**src/design/gon_pkg.sv**
```systemverilog
package gon_pkg;

    typedef logic signed [13:0] sexp_t;

    typedef enum logic [1:0] {
        FOP_MUL,
        FOP_DIV,
        FOP_SQRT
    } fop_t;

    typedef struct packed {
        logic start;
        fop_t op;
    } fpu_req_t;

    typedef struct packed {
        logic busy;
        logic done;
    } fpu_stat_t;

    typedef enum logic [2:0] {
        F_IDLE,
        F_NORM,
        F_MUL,
        F_DIV,
        F_SQRT,
        F_DENORM,
        F_ROUND,
        F_DONE
    } fpu_state_t;

    typedef enum logic [3:0] {
        ST_IDLE,
        ST_LOOP,
        ST_SQ,
        ST_MP,
        ST_TP,
        ST_B1,
        ST_B2,
        ST_B3,
        ST_DV,
        ST_S1,
        ST_S2,
        ST_OUT
    } seq_state_t;

    localparam logic [63:0] DBL_INF  = 64'h7FF0000000000000;
    localparam logic [63:0] DBL_ONE  = 64'h3FF0000000000000;
    localparam logic [63:0] PI3_BITS = 64'h403F019B59389D7C;
    localparam logic [10:0] EXP_MAX  = 11'h7FF;
    localparam int          MAX_POWER = 5;

    // ((2l-1)!!)^2 as a double
    function automatic logic [63:0] dfact_sq_bits(input logic [2:0] l);
        logic [63:0] v;
        case (l)
            3'd2:    v = 64'h4022000000000000;
            3'd3:    v = 64'h406C200000000000;
            3'd4:    v = 64'h40C5888000000000;
            3'd5:    v = 64'h412B40C200000000;
            default: v = DBL_ONE;
        endcase
        return v;
    endfunction

endpackage

```
**src/design/gon_fpu.sv**
```systemverilog
module gon_fpu (
    input  logic               aclk,
    input  logic               aresetn,
    input  gon_pkg::fpu_req_t  req,
    input  logic [63:0]        op_a,
    input  logic [63:0]        op_b,
    output gon_pkg::fpu_stat_t stat,
    output logic [63:0]        result
);
    import gon_pkg::*;

    fpu_state_t  state_reg, state_next;
    fop_t        op_reg, op_next;
    logic [53:0] ma_reg, ma_next;
    logic [52:0] mb_reg, mb_next;
    sexp_t       ea_reg, ea_next, eb_reg, eb_next;
    logic [52:0] hi_reg, hi_next, lo_reg, lo_next;
    logic [56:0] rem_reg, rem_next;
    logic [55:0] quo_reg, quo_next;
    logic [5:0]  cnt_reg, cnt_next;
    logic [55:0] sig_reg, sig_next;
    logic        stk_reg, stk_next;
    sexp_t       bexp_reg, bexp_next;
    logic [63:0] res_reg, res_next;

    function automatic logic [52:0] unpack_mant(input logic [63:0] x);
        return (x[62:52] == 11'd0) ? {1'b0, x[51:0]} : {1'b1, x[51:0]};
    endfunction

    function automatic sexp_t unpack_exp(input logic [63:0] x);
        return (x[62:52] == 11'd0) ? -14'sd1074 : ($signed({3'b000, x[62:52]}) - 14'sd1075);
    endfunction

    always_ff @(posedge aclk) begin
        if (!aresetn) begin
            state_reg <= F_IDLE;
        end else begin
            state_reg <= state_next;
        end
        op_reg   <= op_next;
        ma_reg   <= ma_next;
        mb_reg   <= mb_next;
        ea_reg   <= ea_next;
        eb_reg   <= eb_next;
        hi_reg   <= hi_next;
        lo_reg   <= lo_next;
        rem_reg  <= rem_next;
        quo_reg  <= quo_next;
        cnt_reg  <= cnt_next;
        sig_reg  <= sig_next;
        stk_reg  <= stk_next;
        bexp_reg <= bexp_next;
        res_reg  <= res_next;
    end

    always_comb begin
        logic        a_zero, a_inf, b_zero, b_inf, ge, inc;
        logic [53:0] sum;
        logic [52:0] hi_n, lo_n;
        logic [54:0] rn;
        logic [55:0] q_n;
        logic [56:0] r2, trial, r_n;
        logic [53:0] mant;
        sexp_t       se;
        sexp_t       bm1;

        state_next = state_reg;
        op_next    = op_reg;
        ma_next    = ma_reg;
        mb_next    = mb_reg;
        ea_next    = ea_reg;
        eb_next    = eb_reg;
        hi_next    = hi_reg;
        lo_next    = lo_reg;
        rem_next   = rem_reg;
        quo_next   = quo_reg;
        cnt_next   = cnt_reg;
        sig_next   = sig_reg;
        stk_next   = stk_reg;
        bexp_next  = bexp_reg;
        res_next   = res_reg;

        a_zero = (op_a[62:0] == 63'd0);
        a_inf  = (op_a[62:52] == EXP_MAX);
        b_zero = (op_b[62:0] == 63'd0);
        b_inf  = (op_b[62:52] == EXP_MAX);
        sum    = {1'b0, hi_reg} + (mb_reg[0] ? {1'b0, ma_reg[52:0]} : 54'd0);
        hi_n   = sum[53:1];
        lo_n   = {sum[0], lo_reg[52:1]};
        ge     = 1'b0;
        rn     = '0;
        q_n    = '0;
        r2     = '0;
        trial  = '0;
        r_n    = '0;
        mant   = '0;
        se     = '0;
        inc    = 1'b0;
        bm1    = bexp_reg - 14'sd1;

        unique case (state_reg)
            F_IDLE: begin
                if (req.start) begin
                    op_next = req.op;
                    ma_next = {1'b0, unpack_mant(op_a)};
                    ea_next = unpack_exp(op_a);
                    mb_next = (req.op == FOP_SQRT) ? {1'b1, 52'd0} : unpack_mant(op_b);
                    eb_next = unpack_exp(op_b);
                    if (a_zero || (req.op == FOP_MUL && b_zero)) begin
                        res_next   = 64'd0;
                        state_next = F_DONE;
                    end else if (a_inf || (req.op == FOP_MUL && b_inf)) begin
                        res_next   = DBL_INF;
                        state_next = F_DONE;
                    end else begin
                        state_next = F_NORM;
                    end
                end
            end
            F_NORM: begin
                // subnormals: one bit of leading-zero shift per cycle
                if (!ma_reg[52]) begin
                    ma_next = ma_reg << 1;
                    ea_next = ea_reg - 14'sd1;
                end else if (!mb_reg[52]) begin
                    mb_next = mb_reg << 1;
                    eb_next = eb_reg - 14'sd1;
                end else begin
                    cnt_next = '0;
                    case (op_reg)
                        FOP_MUL: begin
                            hi_next    = '0;
                            lo_next    = '0;
                            state_next = F_MUL;
                        end
                        FOP_DIV: begin
                            rem_next   = {4'd0, ma_reg[52:0]};
                            quo_next   = '0;
                            state_next = F_DIV;
                        end
                        default: begin
                            if (ea_reg[0]) begin
                                ma_next = ma_reg << 1;
                                ea_next = ea_reg - 14'sd1;
                            end
                            rem_next   = '0;
                            quo_next   = '0;
                            state_next = F_SQRT;
                        end
                    endcase
                end
            end
            F_MUL: begin
                hi_next  = hi_n;
                lo_next  = lo_n;
                mb_next  = mb_reg >> 1;
                cnt_next = cnt_reg + 6'd1;
                if (cnt_reg == 6'd52) begin
                    se = ea_reg + eb_reg;
                    if (hi_n[52]) begin
                        sig_next  = {hi_n, lo_n[52:50]};
                        stk_next  = |lo_n[49:0];
                        bexp_next = se + 14'sd1128;
                    end else begin
                        sig_next  = {hi_n[51:0], lo_n[52:49]};
                        stk_next  = |lo_n[48:0];
                        bexp_next = se + 14'sd1127;
                    end
                    state_next = F_DENORM;
                end
            end
            F_DIV: begin
                ge       = rem_reg[54:0] >= {2'b00, mb_reg};
                rn       = ge ? (rem_reg[54:0] - {2'b00, mb_reg}) : rem_reg[54:0];
                rem_next = {1'b0, rn, 1'b0};
                q_n      = {quo_reg[54:0], ge};
                quo_next = q_n;
                cnt_next = cnt_reg + 6'd1;
                if (cnt_reg == 6'd55) begin
                    se       = ea_reg - eb_reg;
                    stk_next = (rn != 55'd0);
                    if (q_n[55]) begin
                        sig_next  = q_n;
                        bexp_next = se + 14'sd1023;
                    end else begin
                        sig_next  = q_n << 1;
                        bexp_next = se + 14'sd1022;
                    end
                    state_next = F_DENORM;
                end
            end
            F_SQRT: begin
                r2       = {rem_reg[54:0], ma_reg[53:52]};
                trial    = {1'b0, quo_reg[53:0], 2'b01};
                ge       = r2 >= trial;
                r_n      = ge ? (r2 - trial) : r2;
                q_n      = {2'b00, quo_reg[52:0], ge};
                rem_next = r_n;
                quo_next = q_n;
                ma_next  = ma_reg << 2;
                cnt_next = cnt_reg + 6'd1;
                if (cnt_reg == 6'd53) begin
                    inc  = q_n[0] && ((r_n != 57'd0) || q_n[1]);
                    mant = {1'b0, q_n[53:1]} + {53'd0, inc};
                    se   = (ea_reg >>> 1) + 14'sd1049;
                    if (mant[53]) begin
                        se = se + 14'sd1;
                    end
                    res_next   = {1'b0, se[10:0], mant[51:0]};
                    state_next = F_DONE;
                end
            end
            F_DENORM: begin
                // right shift into the subnormal range, gathering sticky
                if (bexp_reg >= 14'sd1) begin
                    state_next = F_ROUND;
                end else if (bexp_reg < -14'sd60) begin
                    sig_next  = '0;
                    stk_next  = 1'b1;
                    bexp_next = 14'sd1;
                end else begin
                    sig_next  = sig_reg >> 1;
                    stk_next  = stk_reg | sig_reg[0];
                    bexp_next = bexp_reg + 14'sd1;
                end
            end
            F_ROUND: begin
                if (bexp_reg >= 14'sd2047) begin
                    res_next = DBL_INF;
                end else begin
                    inc      = sig_reg[2] && (sig_reg[3] || sig_reg[1] || sig_reg[0] || stk_reg);
                    // a carry out of the mantissa moves into the exponent field
                    res_next = {1'b0, bm1[10:0], 52'd0} + {11'd0, sig_reg[55:3]}
                               + {63'd0, inc};
                end
                state_next = F_DONE;
            end
            F_DONE: begin
                state_next = F_IDLE;
            end
            default: begin
                state_next = F_IDLE;
            end
        endcase
    end

    assign stat.busy = (state_reg != F_IDLE);
    assign stat.done = (state_reg == F_DONE);
    assign result    = res_reg;

endmodule

```
**src/design/gaussian_orbital_norm_core.sv**
```systemverilog
// channel  direction  payload                               handshake
// s_       in         exponent_bits[63:0], lx, ly, lz       s_valid / s_ready
// m_       out        norm_bits[63:0], error                m_valid / m_ready
//
// one item at a time; a rejected item goes from idle straight to the output state
// a valid item runs 9 to 12 operations on one shared double unit: multiplies, a divide and
// two square roots, plus shift steps for subnormal operands and denormal results;
// a zero or infinite operand a, or b of a multiply, skips the iteration and goes straight to done
// reset clears the sequencer, the unit and the result valid
// once the next result is ready, a stalled result holds the sequencer until it is taken
module gaussian_orbital_norm_core (
    input  logic        aclk,
    input  logic        aresetn,
    input  logic        s_valid,
    output logic        s_ready,
    input  logic [63:0] s_exponent_bits,
    input  logic [2:0]  s_lx,
    input  logic [2:0]  s_ly,
    input  logic [2:0]  s_lz,
    output logic        m_valid,
    input  logic        m_ready,
    output logic [63:0] m_norm_bits,
    output logic        m_error
);
    import gon_pkg::*;

    seq_state_t  state_reg, state_next;
    logic        wait_reg, wait_next;
    logic [2:0]  a_reg, a_next;
    logic [2:0]  s_reg, s_next;
    logic [2:0]  lx_reg, lx_next, ly_reg, ly_next, lz_reg, lz_next;
    logic [63:0] p_reg, p_next, base_reg, base_next, d_reg, d_next;
    logic [63:0] res_reg, res_next;
    logic        err_reg, err_next;
    logic        m_valid_reg, m_valid_next;
    logic [63:0] m_norm_reg, m_norm_next;
    logic        m_err_reg, m_err_next;

    fpu_req_t    fpu_req;
    fpu_stat_t   fpu_stat;
    logic [63:0] fpu_a, fpu_b, fpu_res;

    gon_fpu u_fpu (
        .aclk    (aclk),
        .aresetn (aresetn),
        .req     (fpu_req),
        .op_a    (fpu_a),
        .op_b    (fpu_b),
        .stat    (fpu_stat),
        .result  (fpu_res)
    );

    always_ff @(posedge aclk) begin
        if (!aresetn) begin
            state_reg   <= ST_IDLE;
            wait_reg    <= 1'b0;
            m_valid_reg <= 1'b0;
        end else begin
            state_reg   <= state_next;
            wait_reg    <= wait_next;
            m_valid_reg <= m_valid_next;
        end
        a_reg      <= a_next;
        s_reg      <= s_next;
        lx_reg     <= lx_next;
        ly_reg     <= ly_next;
        lz_reg     <= lz_next;
        p_reg      <= p_next;
        base_reg   <= base_next;
        d_reg      <= d_next;
        res_reg    <= res_next;
        err_reg    <= err_next;
        m_norm_reg <= m_norm_next;
        m_err_reg  <= m_err_next;
    end

    always_comb begin
        logic [4:0]  sum;
        logic        bad;
        logic        is_op;
        logic [10:0] t_exp;

        state_next   = state_reg;
        wait_next    = wait_reg;
        a_next       = a_reg;
        s_next       = s_reg;
        lx_next      = lx_reg;
        ly_next      = ly_reg;
        lz_next      = lz_reg;
        p_next       = p_reg;
        base_next    = base_reg;
        d_next       = d_reg;
        res_next     = res_reg;
        err_next     = err_reg;
        m_norm_next  = m_norm_reg;
        m_err_next   = m_err_reg;
        m_valid_next = m_valid_reg && !m_ready;

        sum   = {2'b00, s_lx} + {2'b00, s_ly} + {2'b00, s_lz};
        bad   = (sum > 5'(MAX_POWER)) || s_exponent_bits[63] || (s_exponent_bits == 64'd0)
                || (s_exponent_bits[62:52] == EXP_MAX);
        t_exp = 11'd1026 + {6'd0, s_reg, 2'b00};

        fpu_req.op = FOP_MUL;
        fpu_a      = p_reg;
        fpu_b      = base_reg;
        is_op      = 1'b0;

        unique case (state_reg)
            ST_SQ: begin
                is_op = 1'b1;
                fpu_a = base_reg;
            end
            ST_MP: is_op = 1'b1;
            ST_TP: begin
                is_op = 1'b1;
                fpu_a = {1'b0, t_exp, 52'd0};
                fpu_b = p_reg;
            end
            ST_B1: begin
                is_op = 1'b1;
                fpu_a = dfact_sq_bits(lx_reg);
                fpu_b = dfact_sq_bits(ly_reg);
            end
            ST_B2: begin
                is_op = 1'b1;
                fpu_a = d_reg;
                fpu_b = dfact_sq_bits(lz_reg);
            end
            ST_B3: begin
                is_op = 1'b1;
                fpu_a = d_reg;
                fpu_b = PI3_BITS;
            end
            ST_DV: begin
                is_op      = 1'b1;
                fpu_req.op = FOP_DIV;
                fpu_b      = d_reg;
            end
            ST_S1, ST_S2: begin
                is_op      = 1'b1;
                fpu_req.op = FOP_SQRT;
            end
            default: is_op = 1'b0;
        endcase
        fpu_req.start = is_op && !wait_reg;
        if (fpu_req.start) begin
            wait_next = 1'b1;
        end

        unique case (state_reg)
            ST_IDLE: begin
                if (s_valid) begin
                    lx_next   = s_lx;
                    ly_next   = s_ly;
                    lz_next   = s_lz;
                    s_next    = sum[2:0];
                    a_next    = sum[2:0] + 3'd1;
                    p_next    = s_exponent_bits;
                    base_next = s_exponent_bits;
                    if (bad) begin
                        res_next   = 64'd0;
                        err_next   = 1'b1;
                        state_next = ST_OUT;
                    end else begin
                        err_next   = 1'b0;
                        // e^(2s+3) = e * (e^2)^(s+1)
                        a_next     = sum[2:0] + 3'd1;
                        state_next = ST_LOOP;
                    end
                end
            end
            ST_LOOP: begin
                state_next = (a_reg == 3'd0) ? ST_TP : ST_SQ;
            end
            ST_OUT: begin
                if (!m_valid_reg || m_ready) begin
                    m_valid_next = 1'b1;
                    m_norm_next  = res_reg;
                    m_err_next   = err_reg;
                    state_next   = ST_IDLE;
                end
            end
            default: begin
                if (fpu_stat.done && wait_reg) begin
                    wait_next = 1'b0;
                    case (state_reg)
                        ST_SQ: begin
                            base_next = fpu_res;
                            if (a_reg[0]) begin
                                state_next = ST_MP;
                            end else begin
                                a_next     = a_reg >> 1;
                                state_next = ST_LOOP;
                            end
                        end
                        ST_MP: begin
                            p_next     = fpu_res;
                            a_next     = a_reg >> 1;
                            state_next = ST_LOOP;
                        end
                        ST_TP: begin
                            p_next     = fpu_res;
                            state_next = ST_B1;
                        end
                        ST_B1: begin
                            d_next     = fpu_res;
                            state_next = ST_B2;
                        end
                        ST_B2: begin
                            d_next     = fpu_res;
                            state_next = ST_B3;
                        end
                        ST_B3: begin
                            d_next     = fpu_res;
                            state_next = ST_DV;
                        end
                        ST_DV: begin
                            p_next     = fpu_res;
                            state_next = ST_S1;
                        end
                        ST_S1: begin
                            p_next     = fpu_res;
                            state_next = ST_S2;
                        end
                        default: begin
                            res_next   = fpu_res;
                            state_next = ST_OUT;
                        end
                    endcase
                end
            end
        endcase
    end

    assign s_ready     = (state_reg == ST_IDLE);
    assign m_valid     = m_valid_reg;
    assign m_norm_bits = m_norm_reg;
    assign m_error     = m_err_reg;

`ifndef NO_ASSERTIONS
    a_err_zero: assert property (@(posedge aclk) disable iff (!aresetn)
        m_valid_reg && m_err_reg |-> m_norm_reg == 64'd0)
        else $error("error beat carries nonzero norm");

    a_done_waited: assert property (@(posedge aclk) disable iff (!aresetn)
        fpu_stat.done |-> wait_reg)
        else $error("unit finished without a pending request");

    a_idle_unit: assert property (@(posedge aclk) disable iff (!aresetn)
        state_reg == ST_IDLE |-> !fpu_stat.busy)
        else $error("unit busy while sequencer idle");

    a_one_item: assert property (@(posedge aclk) disable iff (!aresetn)
        s_valid && s_ready |=> !s_ready)
        else $error("second beat taken while item in flight");
`endif

endmodule

```
**config.mk**
```make
export PLATFORM = sky130hd
export DESIGN_NAME = gaussian_orbital_norm_core
export DESIGN_NICKNAME = d
export VERILOG_FILES = /design/src/design/gon_pkg.sv /design/src/design/gon_fpu.sv /design/src/design/gaussian_orbital_norm_core.sv
export SDC_FILE = /design/constraint.sdc
export NUM_CORES = 2
export LEC_CHECK = 0
export BUFFER_PORTS_ARGS = -buffer_cell sky130_fd_sc_hd__buf_2
export CAP_MARGIN = 30
export CORE_MARGIN = 2
export CORE_UTILIZATION = 45
export CTS_BUF_LIST = sky130_fd_sc_hd__clkbuf_4 sky130_fd_sc_hd__clkbuf_8
export DETAILED_ROUTE_END_ITERATION = 8
export SLEW_MARGIN = 10
export SYNTH_ARGS = -nofsm -noshare
export SYNTH_HDL_FRONTEND = slang
export SYNTH_HIERARCHICAL = 1
export SYNTH_SLANG_ARGS = --single-unit
```
**constraint.sdc**
```tcl
create_clock -name aclk -period 24.8 [get_ports aclk]
set_clock_uncertainty 0.05 [all_clocks]
set_input_delay 3.72 -clock aclk [delete_from_list [all_inputs] [get_ports aclk]]
set_output_delay 3.72 -clock aclk [all_outputs]
set_load 0.02 [all_outputs]
```
# Word level (Yosys, flattened, before mapping)
# Index checks and enable logic that the tools add are counted.
# op_classes
addsub,25
magnitude_cmp,6
reduce_logical,80
n_eq_ne,58
n_bitwise,3
mux,120
# op_table
cell,n
63-bit case mux with 4 select lines,4
64-bit 2-to-1 mux,9
53-bit 2-to-1 mux,10
55-bit 2-to-1 mux,7
55-bit case mux with 3 select lines,2
63-bit 2-to-1 mux,5
63-bit case mux with 5 select lines,1
56-bit 2-to-1 mux,5
54-bit 2-to-1 mux,5
63-bit case mux with 2 select lines,2
14-bit 2-to-1 mux,16
53-bit case mux with 2 select lines,2
64-bit case mux with 3 select lines,1
56-bit case mux with 3 select lines,1
54-bit case mux with 3 select lines,1
53-bit case mux with 3 select lines,1
64-bit case mux with 2 select lines,1
63-bit zero test,2
55-bit case mux with 2 select lines,1
63-bit by 53-bit adder with 64-bit output,1
64-bit by 1-bit adder with 64-bit output,1
64-bit zero test,1
57-bit by 56-bit greater-or-equal comparator with 1-bit output,1
57-bit 2-to-1 mux,1
80 further kinds,211
# totals
in_bits,77
regBits,837
word_cells,326

# Depth between registers and ports, before layout
# logic_depth
depth_word,10
mapped_depth,20
ltp_nobuf,19

# Modules after synthesis
# The synthesis kept the hierarchy.
# by_module_without_submodules
module,n_inst,seq_area_each_um2,cells_per_inst,area_per_inst_um2
gon_fpu,1,14864.3,4465,40053.4
gaussian_orbital_norm_core,1,10239.8,1039,14550.2

# Worst setup path before layout
# No wires, ideal clock.
# synth_path
path_type,input -> register
startpoint,input s_valid
endpoint,"register base_reg[0], enable pin"
t_required_ns,24.185
setup_slack_ns,15.432
cell_stages,3
t_arrival_ns,8.753
n_path_buf,0
setup_ns,0.565
path_cell_list,and2_1 > nor2_1 > nor3_1
# synth_between
elab_chain_cells,2
# synth_rtl
item,line,source
"start, declared",gaussian_orbital_norm_core.sv:14,"input logic s_valid,"
2-bit inequality test (no line),n/a,
4-bit AND reduction (no line),n/a,
"end signal, assigned",gaussian_orbital_norm_core.sv:69,base_reg <= base_next;
"end, declared",gaussian_orbital_norm_core.sv:32,"logic [63:0] p_reg, p_next, base_reg, base_next, d_reg, d_next;"
# Every way passes these cells.
# A chain may end at the register's enable or synchronous reset.

==> results.toml <==
[run_status]
status = "complete, but fails checks"
failing_checks = "DRC"

[critical_path]
critical_path.startpoint_type = "flop"
timing.critical_path.from = "state_reg[3]$_SDFFE_PN0P_"
r2r_slack_ps = 18160
timing_worst_setup_path_type = "flop to flop"
crit_path_top_cell_by_count = "sky130_fd_sc_hd__buf_4"
rr_endpoint = "u_fpu/result[20]$_DFFE_PP_"
r2r_cells = 17
critPathBufInv = 5
timing.critical_path.to_type = "flop"
timing.rr.start = "state_reg[3]$_SDFFE_PN0P_"
worstPathArrival_ps = 7100
cp_data_required_time_ps = 25260
worst_path_largest_cell_delay_ps = 750
cp_slowest_cell = "sky130_fd_sc_hd__buf_4"
critical_path_peak_fanout = 58
critical-path-top-delay-family = "buffers and inverters"
timing.critical_path.cells = "nand2b_1 > nor3_4 > buf_4 > a21o_1 > buf_4 > o221ai_1 > o22a_1 > inv_1 > ha_1 > nor4b_1 > nand3_1 > nor3_1 > a32oi_1 > a21oi_1 > inv_1 > a21boi_4 > buf_4"

[cts]
max-clock-path-buffers = 3
clockRootBuffer = "sky130_fd_sc_hd__clkbuf_8"
worst_setup_hold_path_clk_slew_ps = 60
tritoncts_buffer_count = 148
post-cts-setup-buffer-count = 0
cts-resized-gates = 0
clk-insertion-delay-late_ps = 920
cts_hold_repair.buffers = 0
clock_tree_from_tritoncts = "yes"
cts_htree_levels = 4
clock-sinks = 836

[detailed_routing]
via_count = 46200
detail_route.vias_per_cell = 6.36
post_drt_wl_per_cell_um = 27.0
drt-initial-drc-count = 7067
ant_nets = 0
wirelength_mm = 196
detail_route.drc_violations = 11
drtPass1Iterations = 9

[layout]
post_route_cells_drive_above_1_share_pct = 9.73
mostFrequentLayoutCells = "827 x sky130_fd_sc_hd__edfxtp_1, 398 x sky130_fd_sc_hd__nand2_1, 389 x sky130_fd_sc_hd__a21oi_1"
final_cell_count_without_fillers = 7260
flow.area_growth_from_synthesis_pct = 9.46
final_nets = 5830
layout_commonest_cell = "sky130_fd_sc_hd__edfxtp_1"
register_area_um2 = 25000
multi_input_comb_area_um2 = 26900
fillCellCount = 11100

[worst_hold_path]
timing.hold.worst_endpoint = "m_norm_bits[49]$_DFFE_PP_"
hold_start = "res_reg[49]$_SDFFCE_PP0P_"
worst_hold_path_class = "flop to flop"
hold_path_depth = 0

[global_route]
gr-usage-all-layers_pct = 30.6
vias_in_the_first_global_route = 43500
global_route_wire_length_before_repair_mm = 287
global_route.overflow_total = 0
antenna_violations_before_repair = 31
grt_start_max_net_pins = 90

[sta]
tns_ps = 0
maximum_clock_frequency_mhz = 151
rsz0062_at_grt = "false"
timing.final.max_slew_violations = 0
slew_headroom_pct = 22.1
worst_slew_pin_slew_ps = 1160
fin_crit_ps = 6640
finalHoldViolations = 0
setup-violations-final = 0
finalCritPeriodShare_pct = 26.8

[floorplanning]
die_w_um = 352
floorplan.rows = 127
initial_core_utilization_pct = 45.4
die_height_um = 352
io_pins = 144
core_area_um2 = 120000
dieArea_um2 = 124000

[placed_design]
gp_routability_congestion = 1.01
placed_cells = 6988
placed_wire_length_estimate_mm = 148
port_buffers = 143

[logic_synthesis]
syn_area_per_cell_um2 = 9.91
syn-cell-area_um2 = 54500
syn-instance-count = 5496
postSynthNetCount = 5798
ys.warnings.count = 6

[flow_run]
maxCapViolCount = 0
## cell type report
type / count / share of cell area, %
antenna: 6 / 0.0252
clock buffer: 197 / 4.09
clock inverter: 67 / 0.917
inverter: 384 / 2.42
multi-input combinational: 3949 / 45.1
sequential: 836 / 41.9
tap: 1612 / 3.38
timing repair buffer: 209 / 2.11
## per-stage QoR
step / hold WS (ps) / area (µm²) / utilization, % / setup slack (ps)
after global routing: 367 / 59600 / 49.7 / 17830
after CTS: 359 / 59600 / 49.7 / 18280
after floorplan: 350 / 54500 / - / 15500
after detailed placement: 355 / 56600 / 47.2 / 17500
after global placement: 350 / 56500 / 47.1 / 17410
final: 357 / 59600 / 49.7 / 18160
## worst max-delay path by stage
stage                                 endpoint  slack, ps  cells past startpoint
global placement     res_reg[16]$_SDFFCE_PP0P_      17410                      7
finish              u_fpu/result[20]$_DFFE_PP_      18160                     17
global route        u_fpu/result[15]$_DFFE_PP_      17830                     17
CTS                 u_fpu/result[20]$_DFFE_PP_      18280                     17
floorplan                base_reg[0]$_DFFE_PP_      15500                      3
detailed placement   res_reg[18]$_SDFFCE_PP0P_      17500                     11
## per-layer routing
metal / GRT usage, % / part of all wire, % / up-vias
li1: - / - / 20900
met1: 43.8 / 42 / 22400
met2: 44.0 / 42 / 2521
met3: 7.54 / 11 / 352
met4: 12.9 / 4.3 / 10
met5: 0 / 0.034 / -
Power is not shown: default switching activity piles up to over one toggle a cycle in this logic, so the estimate is an artifact.
